$ cat src/rtl/core/pmc_pkg.sv
// ----------------------------------------------------------------------------
// pmc_pkg
// Shared constants, codes and payload types of the paged memory word cache.
// ----------------------------------------------------------------------------
package pmc_pkg;

    localparam int NUM_PAGES      = 16;
    localparam int PAGE_BYTES     = 4096;
    localparam int CACHE_LIMIT    = 32;
    localparam int NUM_LINES      = CACHE_LIMIT + 1;
    localparam int WORDS_PER_PAGE = PAGE_BYTES / 4;
    localparam int WOFF_W         = $clog2(WORDS_PER_PAGE);
    localparam int PIDX_W         = (NUM_PAGES > 1) ? $clog2(NUM_PAGES) : 1;
    localparam int MEM_DEPTH      = NUM_PAGES * WORDS_PER_PAGE;
    localparam int MEM_AW         = $clog2(MEM_DEPTH);
    localparam int LIDX_W         = $clog2(NUM_LINES);
    localparam int AGE_W          = $clog2(NUM_LINES);
    localparam int CNT_W          = $clog2(NUM_LINES + 1);
    localparam int BASE_W         = 20;
    localparam int TAG_W          = 30;

    localparam logic [2:0] CMD_ALLOC    = 3'd0;
    localparam logic [2:0] CMD_RAW_RD   = 3'd1;
    localparam logic [2:0] CMD_RAW_WR   = 3'd2;
    localparam logic [2:0] CMD_CHK_RD   = 3'd3;
    localparam logic [2:0] CMD_CHK_WR   = 3'd4;
    localparam logic [2:0] CMD_CACHE_LD = 3'd5;
    localparam logic [2:0] CMD_CACHE_RD = 3'd6;
    localparam logic [2:0] CMD_CACHE_WR = 3'd7;

    localparam logic [2:0] ST_OK       = 3'd0;
    localparam logic [2:0] ST_BUS      = 3'd1;
    localparam logic [2:0] ST_SEGV     = 3'd2;
    localparam logic [2:0] ST_UNMAPPED = 3'd3;
    localparam logic [2:0] ST_MISS     = 3'd4;
    localparam logic [2:0] ST_FULL     = 3'd5;

    localparam logic [2:0] ACC_READ  = 3'b001;
    localparam logic [2:0] ACC_WRITE = 3'b010;
    localparam logic [2:0] ACC_EXEC  = 3'b100;

    typedef struct packed {
        logic [2:0]  command;
        logic [31:0] address;
        logic [31:0] write_data;
        logic        privileged;
        logic        fetch;
        logic [2:0]  page_permission;
    } req_item_t;

    typedef struct packed {
        logic [31:0] read_data;
        logic [2:0]  status;
        logic        cache_hit;
    } rsp_item_t;

    typedef struct packed {
        logic              en;
        logic [PIDX_W-1:0] idx;
        logic [BASE_W-1:0] base;
        logic              priv_only;
        logic [2:0]        access;
    } page_wr_t;

    typedef struct packed {
        logic              hit;
        logic [PIDX_W-1:0] idx;
        logic              priv_only;
        logic [2:0]        access;
    } page_look_t;

    typedef struct packed {
        logic              touch;
        logic              evict;
        logic              fill;
        logic              set_dirty;
        logic [LIDX_W-1:0] idx;
        logic [TAG_W-1:0]  tag;
        logic [2:0]        access;
    } dir_op_t;

    typedef struct packed {
        logic              hit;
        logic [LIDX_W-1:0] hit_idx;
        logic [2:0]        hit_access;
        logic              full;
        logic [LIDX_W-1:0] victim_idx;
        logic [TAG_W-1:0]  victim_tag;
        logic              victim_dirty;
        logic [LIDX_W-1:0] free_idx;
    } dir_look_t;

endpackage

$ cat src/rtl/core/pmc_line_dir.sv
// ----------------------------------------------------------------------------
// pmc_line_dir
// Cache line directory: tags, valid, dirty, access bits and LRU ages.
// ----------------------------------------------------------------------------
module pmc_line_dir import pmc_pkg::*; (
    input  logic             clk,
    input  logic             rst_n,
    input  logic [TAG_W-1:0] look_tag,
    input  dir_op_t          op,
    output dir_look_t        look
);

    logic [NUM_LINES-1:0] valid_reg;
    logic [NUM_LINES-1:0] dirty_reg;
    logic [AGE_W-1:0]     age_reg    [NUM_LINES];
    logic [TAG_W-1:0]     tag_reg    [NUM_LINES];
    logic [2:0]           access_reg [NUM_LINES];
    logic [CNT_W-1:0]     cnt_reg;
    logic [AGE_W-1:0]     oldest_age;

    // Valid ages are always exactly 0 .. count-1, so the oldest line is the
    // one whose age equals count-1.
    assign oldest_age = AGE_W'(cnt_reg - 1'b1);

    always_comb
    begin
        look      = '0;
        look.full = (cnt_reg == CNT_W'(NUM_LINES));
        for (int i = NUM_LINES - 1; i >= 0; i--)
        begin
            if (valid_reg[i] && tag_reg[i] == look_tag)
            begin
                look.hit        = 1'b1;
                look.hit_idx    = LIDX_W'(i);
                look.hit_access = access_reg[i];
            end
            if (valid_reg[i] && age_reg[i] == oldest_age)
            begin
                look.victim_idx   = LIDX_W'(i);
                look.victim_tag   = tag_reg[i];
                look.victim_dirty = dirty_reg[i];
            end
            if (!valid_reg[i])
            begin
                look.free_idx = LIDX_W'(i);
            end
        end
    end

    always_ff @(posedge clk or negedge rst_n)
    begin
        if (!rst_n)
        begin
            valid_reg <= '0;
            dirty_reg <= '0;
            cnt_reg   <= '0;
            for (int i = 0; i < NUM_LINES; i++)
            begin
                age_reg[i] <= '0;
            end
        end
        else
        begin
            if (op.touch)
            begin
                for (int i = 0; i < NUM_LINES; i++)
                begin
                    if (valid_reg[i] && age_reg[i] < age_reg[op.idx])
                    begin
                        age_reg[i] <= age_reg[i] + 1'b1;
                    end
                end
                age_reg[op.idx] <= '0;
            end
            if (op.evict)
            begin
                valid_reg[op.idx] <= 1'b0;
                dirty_reg[op.idx] <= 1'b0;
                cnt_reg           <= cnt_reg - 1'b1;
            end
            if (op.fill)
            begin
                for (int i = 0; i < NUM_LINES; i++)
                begin
                    if (valid_reg[i])
                    begin
                        age_reg[i] <= age_reg[i] + 1'b1;
                    end
                end
                valid_reg[op.idx] <= 1'b1;
                dirty_reg[op.idx] <= 1'b0;
                age_reg[op.idx]   <= '0;
                cnt_reg           <= cnt_reg + 1'b1;
            end
            if (op.set_dirty)
            begin
                dirty_reg[op.idx] <= 1'b1;
            end
        end
    end

    always_ff @(posedge clk)
    begin
        if (op.fill)
        begin
            tag_reg[op.idx]    <= op.tag;
            access_reg[op.idx] <= op.access;
        end
    end

endmodule

$ cat config.mk
export PLATFORM = sky130hd
export DESIGN_NAME = pmc_line_dir
export DESIGN_NICKNAME = d
export VERILOG_FILES = /design/src/rtl/core/pmc_pkg.sv /design/src/rtl/core/pmc_line_dir.sv
export SDC_FILE = /design/constraint.sdc
export NUM_CORES = 2
export LEC_CHECK = 0
export BUFFER_PORTS_ARGS = -buffer_cell sky130_fd_sc_hd__buf_2
export CORE_ASPECT_RATIO = 1.75
export CORE_MARGIN = 4
export CORE_UTILIZATION = 25
export CTS_CLUSTER_DIAMETER = 80
export DETAILED_ROUTE_END_ITERATION = 7
export PLACE_DENSITY = 0.42
export SYNTH_ARGS = -nofsm -noshare
export SYNTH_HDL_FRONTEND = slang
export SYNTH_SLANG_ARGS = --single-unit
$ cat constraint.sdc
create_clock -name clk -period 6.1 [get_ports clk]
set_input_delay 0.305 -clock clk [delete_from_list [all_inputs] [get_ports clk]]
set_output_delay 0.305 -clock clk [all_outputs]
set_load 0.01 [all_outputs]
### Word level (Yosys, flattened, before mapping)

Memory sizes are Yosys's and may differ from the RTL's.
Cells that the tools add are included.

* add/subtract/negate cells: 35
* $lt $le $gt $ge: 37
* equal/unequal tests: 67
* mux-type cells: 249
* bitwise gates (word level): 10
* reductions and logical operators: 102

Operators by type and width (count)
* 37-bit 2-to-1 mux: 33
* 6-bit 2-to-1 mux: 170
* 30-bit == test: 33
* 198-bit bitwise AND: 2
* 198-bit 2-to-1 mux: 2
* 10-bit 2-to-1 mux: 33
* 6-bit by 1-bit adder with 6-bit output, second input constant: 34
* 6-bit == test: 33
* 6-bit < comparator: 33
* 198-bit NOT: 1
* 33-bit 2-to-1 mux: 5
* 1-bit logical AND: 101
* 33-bit bitwise AND: 3
* 33-bit OR: 2
* 6-bit binary-select mux with 6-bit select: 1
* 6-bit demux with 6-bit select: 1
* 33-bit NOT: 1
* 7-bit >= comparator, second input constant: 1
* 6-bit by 7-bit < comparator with 1-bit output, second input constant: 1
* 7-bit by 1-bit < comparator with 1-bit output, second input constant: 1
* 6-bit NOT with 7-bit output: 1
* 1-bit demux with 6-bit select: 1
* 6-bit == test, second input constant: 1
* 6-bit by 1-bit >= comparator with 1-bit output, second input constant: 1
* 3 further kinds: 5

* bits in registers: 270
* bits in writable memories: 1089
* bits of input ports: 75
* output and inout port bits: 54
* logic and storage cells: 538
* memories kept: 2

Memory list
* tag_reg: depth 33, bits a word 30, rd ports 33, clocked after Yosys merged registers in 0, write ports 1, line pmc_line_dir.sv:16 `logic [TAG_W-1:0] tag_reg [NUM_LINES];`
* access_reg: depth 33, bits a word 3, rd ports 33, clocked after Yosys merged registers in 0, write ports 1, line pmc_line_dir.sv:17 `logic [2:0] access_reg [NUM_LINES];`

### Depth between registers and ports, before layout

* word-level depth: 36
* gate-level depth with buffers: 25

### Worst setup path before layout

No wires, ideal clock.

* path type: input-to-reg
* start: input port op[34] in the netlist's numbering
* end: register age_reg[161] in the netlist's numbering
* data arrival time: 6801 ps
* path slack: -787 ps
* stages on the path: 22
* cell sequence: buf_2 > buf_2 > clkbuf_1 > nor2_1 > and2_1 > clkbuf_1 > clkbuf_1 > a22oi_1 > nand4_1 > nand2_1 > a21oi_1 > a221oi_1 > ha_1 > a21o_1 > a21o_1 > a21oi_1 > or3b_2 > a211oi_1 > a22oi_1 > or2_2 > or4_1 > o211ai_1

* longest elaborated chain between the ends: 14
* elaborated cells on any way between the ends: 20

Ends and longest elaborated chain
* from (decl): line pmc_line_dir.sv:9 `input dir_op_t op,`
* 6-bit NOT with 7-bit output (implied by the code) *: line pmc_line_dir.sv:68, pmc_line_dir.sv:73, pmc_line_dir.sv:92
* 6-bit binary-select mux with 6-bit select: line pmc_line_dir.sv:68 `if (valid_reg[i] && age_reg[i] < age_reg[op.idx])`
* 6-bit 2-to-1 mux (implied by the code) (2 in a row): line pmc_line_dir.sv:68
* 6-bit < comparator: line pmc_line_dir.sv:68
* 1-bit logical AND: line pmc_line_dir.sv:68
* 6-bit 2-to-1 mux: line pmc_line_dir.sv:68
* 6-bit 2-to-1 mux: line pmc_line_dir.sv:64 `if (op.touch)`
* 198-bit bitwise AND (no line)
* 198-bit 2-to-1 mux: line pmc_line_dir.sv:64
* 6-bit 2-to-1 mux: line pmc_line_dir.sv:85 `if (valid_reg[i])`
* 6-bit 2-to-1 mux: line pmc_line_dir.sv:81 `if (op.fill)`
* 198-bit bitwise AND (no line)
* 198-bit 2-to-1 mux *: line pmc_line_dir.sv:81
* to (signal, indexed assignment): line pmc_line_dir.sv:70 `age_reg[i] <= age_reg[i] + 1'b1;`
* to (signal, indexed assignment): line pmc_line_dir.sv:87 `age_reg[i] <= age_reg[i] + 1'b1;`
* to (decl): line pmc_line_dir.sv:15 `logic [AGE_W-1:0] age_reg [NUM_LINES];`

Mark *: on every way between the ends. The rest lies on a longest branch, timed or not. The select of a mux whose other input is x is not followed.
A chain may end at the register's enable or synchronous reset.

==> report_table.html <==
<table>
<tr><th>Metric</th><th>Value</th></tr>
<tr><th colspan="2">Routing</th></tr>
<tr><td>DRT iter0 DRCs</td><td>6794</td></tr>
<tr><td>DRC Markers</td><td>0</td></tr>
<tr><td>Number of iterations in the first detailed-routing pass</td><td>5</td></tr>
<tr><td>Total number of vias</td><td>64341</td></tr>
<tr><td>Average vias per placed instance</td><td>5.525</td></tr>
<tr><td>Detailed-route wire length per cell</td><td>34.36 um</td></tr>
<tr><td>Routed wire length</td><td>400100 um</td></tr>
<tr><td>Antenna-violating nets left</td><td>0</td></tr>
<tr><th colspan="2">Layout</th></tr>
<tr><td>Number of flip-flops in the largest register</td><td>990</td></tr>
<tr><td>Design area</td><td>91170 um^2</td></tr>
<tr><td>Number of nets at the end of the flow</td><td>7716</td></tr>
<tr><td>Fill cell count</td><td>32056</td></tr>
<tr><td>Share of layout cells above drive strength 1</td><td>13.04%</td></tr>
<tr><td>Area growth from synthesis to final layout</td><td>16.44%</td></tr>
<tr><th colspan="2">Timing</th></tr>
<tr><td>Relative slew margins</td><td>12.23%</td></tr>
<tr><td>Max Transition Viols Final</td><td>0</td></tr>
<tr><td>Final total negative setup slack</td><td>-0.05833 ns</td></tr>
<tr><td>Clock period minus final worst setup slack</td><td>6.158 ns</td></tr>
<tr><td>Worst Max-Slew Pin Slew</td><td>1.311 ns</td></tr>
<tr><td>Achievable frequency</td><td>162.4 MHz</td></tr>
<tr><td>Final clock period utilization by the worst path</td><td>101.0%</td></tr>
<tr><td>Final setup fails</td><td>1</td></tr>
<tr><td>Number of failing hold endpoints at the final stage</td><td>0</td></tr>
<tr><td>Worst hold-check slack</td><td>0.03704 ns</td></tr>
<tr><td>Final worst clock skew</td><td>0.03139 ns</td></tr>
<tr><td>Worst path setup slack after routing</td><td>-0.05833 ns</td></tr>
<tr><th colspan="2">Synthesis</th></tr>
<tr><td>Post-Synth XOR/XNOR Area</td><td>14.04%</td></tr>
<tr><td>Total nets after synthesis</td><td>7520</td></tr>
<tr><td>Number of synthesized register bits</td><td>1359</td></tr>
<tr><td>Multiplexer fraction of the synthesized cell area</td><td>0.2780%</td></tr>
<tr><td>EDFF count, synth</td><td>1089</td></tr>
<tr><td>Largest family of logic cells by synthesized area</td><td>compound AO/OA/AOI/OAI gates</td></tr>
<tr><td>Count of distinct cell types in the synthesized netlist</td><td>97</td></tr>
<tr><td>Post-synth ARST share</td><td>19.87%</td></tr>
<tr><td>Yosys synthesis warning count</td><td>0</td></tr>
<tr><td>Most frequently used flop master after synthesis</td><td>edfxtp_1</td></tr>
<tr><td>Mapped Cells</td><td>7244</td></tr>
<tr><td>Synth Area in Compound Gates</td><td>16.88%</td></tr>
<tr><td>Synthesized area</td><td>78300 um^2</td></tr>
<tr><td>Syn Area/Cell</td><td>10.81 um^2</td></tr>
<tr><td>Basic-gate share of the synthesized area counting and, or, nand and nor cells</td><td>11.79%</td></tr>
<tr><td>Adder and majority cell fraction of the synthesized area</td><td>3.212%</td></tr>
<tr><td>Post-synthesis sequential area ratio</td><td>50.39%</td></tr>
<tr><th colspan="2">GRT</th></tr>
<tr><td>Most Crowded Layer GR</td><td>met2</td></tr>
<tr><td>Global route overflow</td><td>0</td></tr>
<tr><td>Overall global routing resource usage</td><td>23.86%</td></tr>
<tr><td>Largest net degree at the start of global routing</td><td>121</td></tr>
<tr><td>Initial antenna violation count</td><td>19</td></tr>
<tr><td>Grt met2 use</td><td>43.38%</td></tr>
<tr><td>Fraction of met1 tracks used by global routing</td><td>25.44%</td></tr>
<tr><td>Global-route wire length before repair</td><td>539800 um</td></tr>
<tr><td>Number of global-route vias before repair</td><td>64319</td></tr>
<tr><td>Global routing met3 resource utilization</td><td>2.214%</td></tr>
<tr><th colspan="2">Worst setup path</th></tr>
<tr><td>Worst stage delay on the critical path</td><td>0.71 ns</td></tr>
<tr><td>Largest delay contributor family on the critical path</td><td>compound AO/OA/AOI/OAI gates</td></tr>
<tr><td>Arr. time, crit path</td><td>5.85 ns</td></tr>
<tr><td>Cell with the largest stage delay on the worst path</td><td>a211oi_1</td></tr>
<tr><td>Max Fanout on Critical Path</td><td>6</td></tr>
<tr><td>Cell Chain, Critical Path</td><td>xnor2_1 -&gt; nand4_1 -&gt; or4_1 -&gt; nor4_4 -&gt; buf_4 -&gt; nand2b_1 -&gt; nor2_1 -&gt; a211oi_1 -&gt; o311ai_1 -&gt; a211oi_1 -&gt; o311ai_2 -&gt; buf_4 -&gt; a221oi_1 -&gt; nor2_1 -&gt; buf_2</td></tr>
<tr><td>Critical path capture point type</td><td>primary output</td></tr>
<tr><td>Critical path buffer and inverter count</td><td>3</td></tr>
<tr><td>CP required</td><td>5.79 ns</td></tr>
<tr><td>Category of the worst setup path launch point</td><td>flop</td></tr>
<tr><td>Worst Setup Path Type</td><td>flop to primary output</td></tr>
<tr><th colspan="2">CTS</th></tr>
<tr><td>Cell at the root of the clock tree</td><td>clkbuf_16</td></tr>
<tr><td>Clk_lat worst skew</td><td>0.85 ns</td></tr>
<tr><td>TritonCTS clock tree</td><td>built</td></tr>
<tr><td>Max clock buf depth</td><td>4</td></tr>
<tr><td>H-tree depth</td><td>4</td></tr>
<tr><td>Clock buffers created by TritonCTS</td><td>148</td></tr>
<tr><td>CTS sink count</td><td>1359</td></tr>
<tr><td>CTS clk-pin slew, worst paths</td><td>0.06 ns</td></tr>
<tr><th colspan="2">Die</th></tr>
<tr><td>Die Footprint</td><td>322600 um^2</td></tr>
<tr><td>Count of pins on the block boundary</td><td>129</td></tr>
<tr><td>Site Rows</td><td>271</td></tr>
<tr><td>Area of the placeable core</td><td>311600 um^2</td></tr>
<tr><td>Initial core utilization</td><td>25.13%</td></tr>
<tr><td>Chip Width</td><td>431.1 um</td></tr>
<tr><td>Chip height</td><td>748.4 um</td></tr>
<tr><th colspan="2">Job</th></tr>
<tr><td>Total of max-cap violations</td><td>0</td></tr>
<tr><th colspan="2">Placement</th></tr>
<tr><td>Final Wtd Congestion</td><td>0.9814</td></tr>
<tr><td>Placed wire-length estimate after detailed placement</td><td>307100 um</td></tr>
<tr><td>Cell area after placement</td><td>85880 um^2</td></tr>
<tr><td>Number of input and output port buffers inserted</td><td>128</td></tr>
<tr><td>Worst-case setup slack after placement</td><td>-0.5668 ns</td></tr>
<tr><th colspan="2">Pwr</th></tr>
<tr><td>Power density relative to cell area</td><td>398.5 nW/um^2</td></tr>
<tr><td>Static Leak</td><td>31.30 nW</td></tr>
<tr><td>Worst IR Drop VDD</td><td>0.0003321 V</td></tr>
<tr><td>Total power consumption of the routed design</td><td>36.33 mW</td></tr>
<tr><th colspan="2">Status</th></tr>
<tr><td>Run status</td><td>finished with violations</td></tr>
<tr><td>Violated checks</td><td>setup timing</td></tr>
<tr><th colspan="2">Hold path</th></tr>
<tr><td>Hold Path Class</td><td>primary input to async pin</td></tr>
</table>
-- cells in the mapped netlist, types with 49 or more instances --
cell | count | share of area, %
a21o_1 | 137 | 1.3
a21oi_1 | 287 | 1.8
a221oi_1 | 72 | 0.81
a22o_1 | 49 | 0.55
a22oi_1 | 150 | 1.4
buf_2 | 162 | 1.0
clkbuf_1 | 291 | 1.4
dfrtp_1 | 270 | 8.6
edfxtp_1 | 1089 | 42
ha_1 | 201 | 3.2
inv_1 | 111 | 0.53
nand2_1 | 463 | 2.2
nand2b_1 | 52 | 0.42
nand3_1 | 241 | 1.5
nand4_1 | 273 | 2.2
nor2_1 | 319 | 1.5
nor3_1 | 109 | 0.70
nor4_1 | 138 | 1.1
o211ai_1 | 109 | 1.0
o21ai_0 | 526 | 3.4
o221ai_1 | 59 | 0.66
o22ai_1 | 190 | 1.5
o31ai_1 | 57 | 0.55
xnor2_1 | 757 | 8.5
xor2_1 | 466 | 5.2
-- cell usage in the layout, fill, tap and decap left out, drive strengths merged, types with 137 or more instances in the layout --
cell / count
o22ai: 190
buf: 552
edfxtp: 1089
xnor2: 759
a21oi: 287
xor2: 467
nor2: 321
nand3: 243
a22oi: 150
a21o: 137
ha: 201
clkbuf: 187
nor4: 141
nand4: 273
o21ai: 550
dfrtp: 270
nand2: 464
-- layer usage --
layer | vias up | part of all wire (%)
li1 | 27737 | -
met1 | 32880 | 35
met2 | 2831 | 51
met3 | 881 | 4.6
met4 | 12 | 9.2
met5 | - | 0.019
-- through the flow --
| stage | util, % | cells |
|---|---|---|
| detailed placement | 27.56 | 11375 |
| finish | 29.26 | 11645 |
| floorplan | - | 7244 |
| CTS | 29.23 | 11639 |
| global placement | 27.56 | 11375 |
| global route | 29.25 | 11640 |
-- cell type report --
class / count / area (um^2) / area share, %
antenna: 6 / 15.01 / 0.01647
clock buffer: 187 / 3963 / 4.346
clock inverter: 67 / 670.6 / 0.7356
inverter: 111 / 417.9 / 0.4584
multi-input combinational: 5265 / 37120 / 40.72
sequential: 1359 / 39460 / 43.28
tap: 4095 / 5124 / 5.620
timing repair buffer: 555 / 4398 / 4.824
-- final timing paths --
| path | from | endpoint | slack (ns) | cells after the start |
|---|---|---|---|---|
| max | tag_reg[31][12] | look[45] | -0.06 | 15 |
| min | rst_n | age_reg[34] | 0.04 | 2 |
| max reg2reg | age_reg[14] | age_reg[130] | 0.62 | 19 |
| min reg2reg | dirty_reg[21] | dirty_reg[21] | 0.51 | 1 |
| max in group asynchronous | rst_n | age_reg[164] | 4.49 | 4 |
| min in group clk | op[24] | tag_reg[31][21] | 0.05 | 2 |
-- worst register-to-register path: cells and delay by family, from the launching register on --
family	cells	cell delay (ns)
compound gates	11	2.52
flops	1	0.56
buf+inv	2	0.59
simple gates	5	1.51
fa+ha+maj	1	0.24
-- where the power goes --
group | total [mW] | switching [mW] | internal [mW]
clock network | 9.22 | 4.08 | 5.15
logic | 14.7 | 9.26 | 5.40
registers | 12.4 | 1.80 | 10.6
total | 36.3 | 15.1 | 21.2
-- cells by family after synthesis --
family | after synthesis
fa+ha+maj | 201
simple gates | 1817
compound gates | 1990
flops | 1359
mux | 21
xor+xnor | 1236
buf+inv | 620
-- repair_timing --
action	CTS	global route
pin swaps	8	5
resized for setup	107	17
setup buffers	7	0
setup endpoints to repair	35	31
hold endpoints to repair	87	0
hold buffers	3	0
Power figures use the tool's default switching activity.
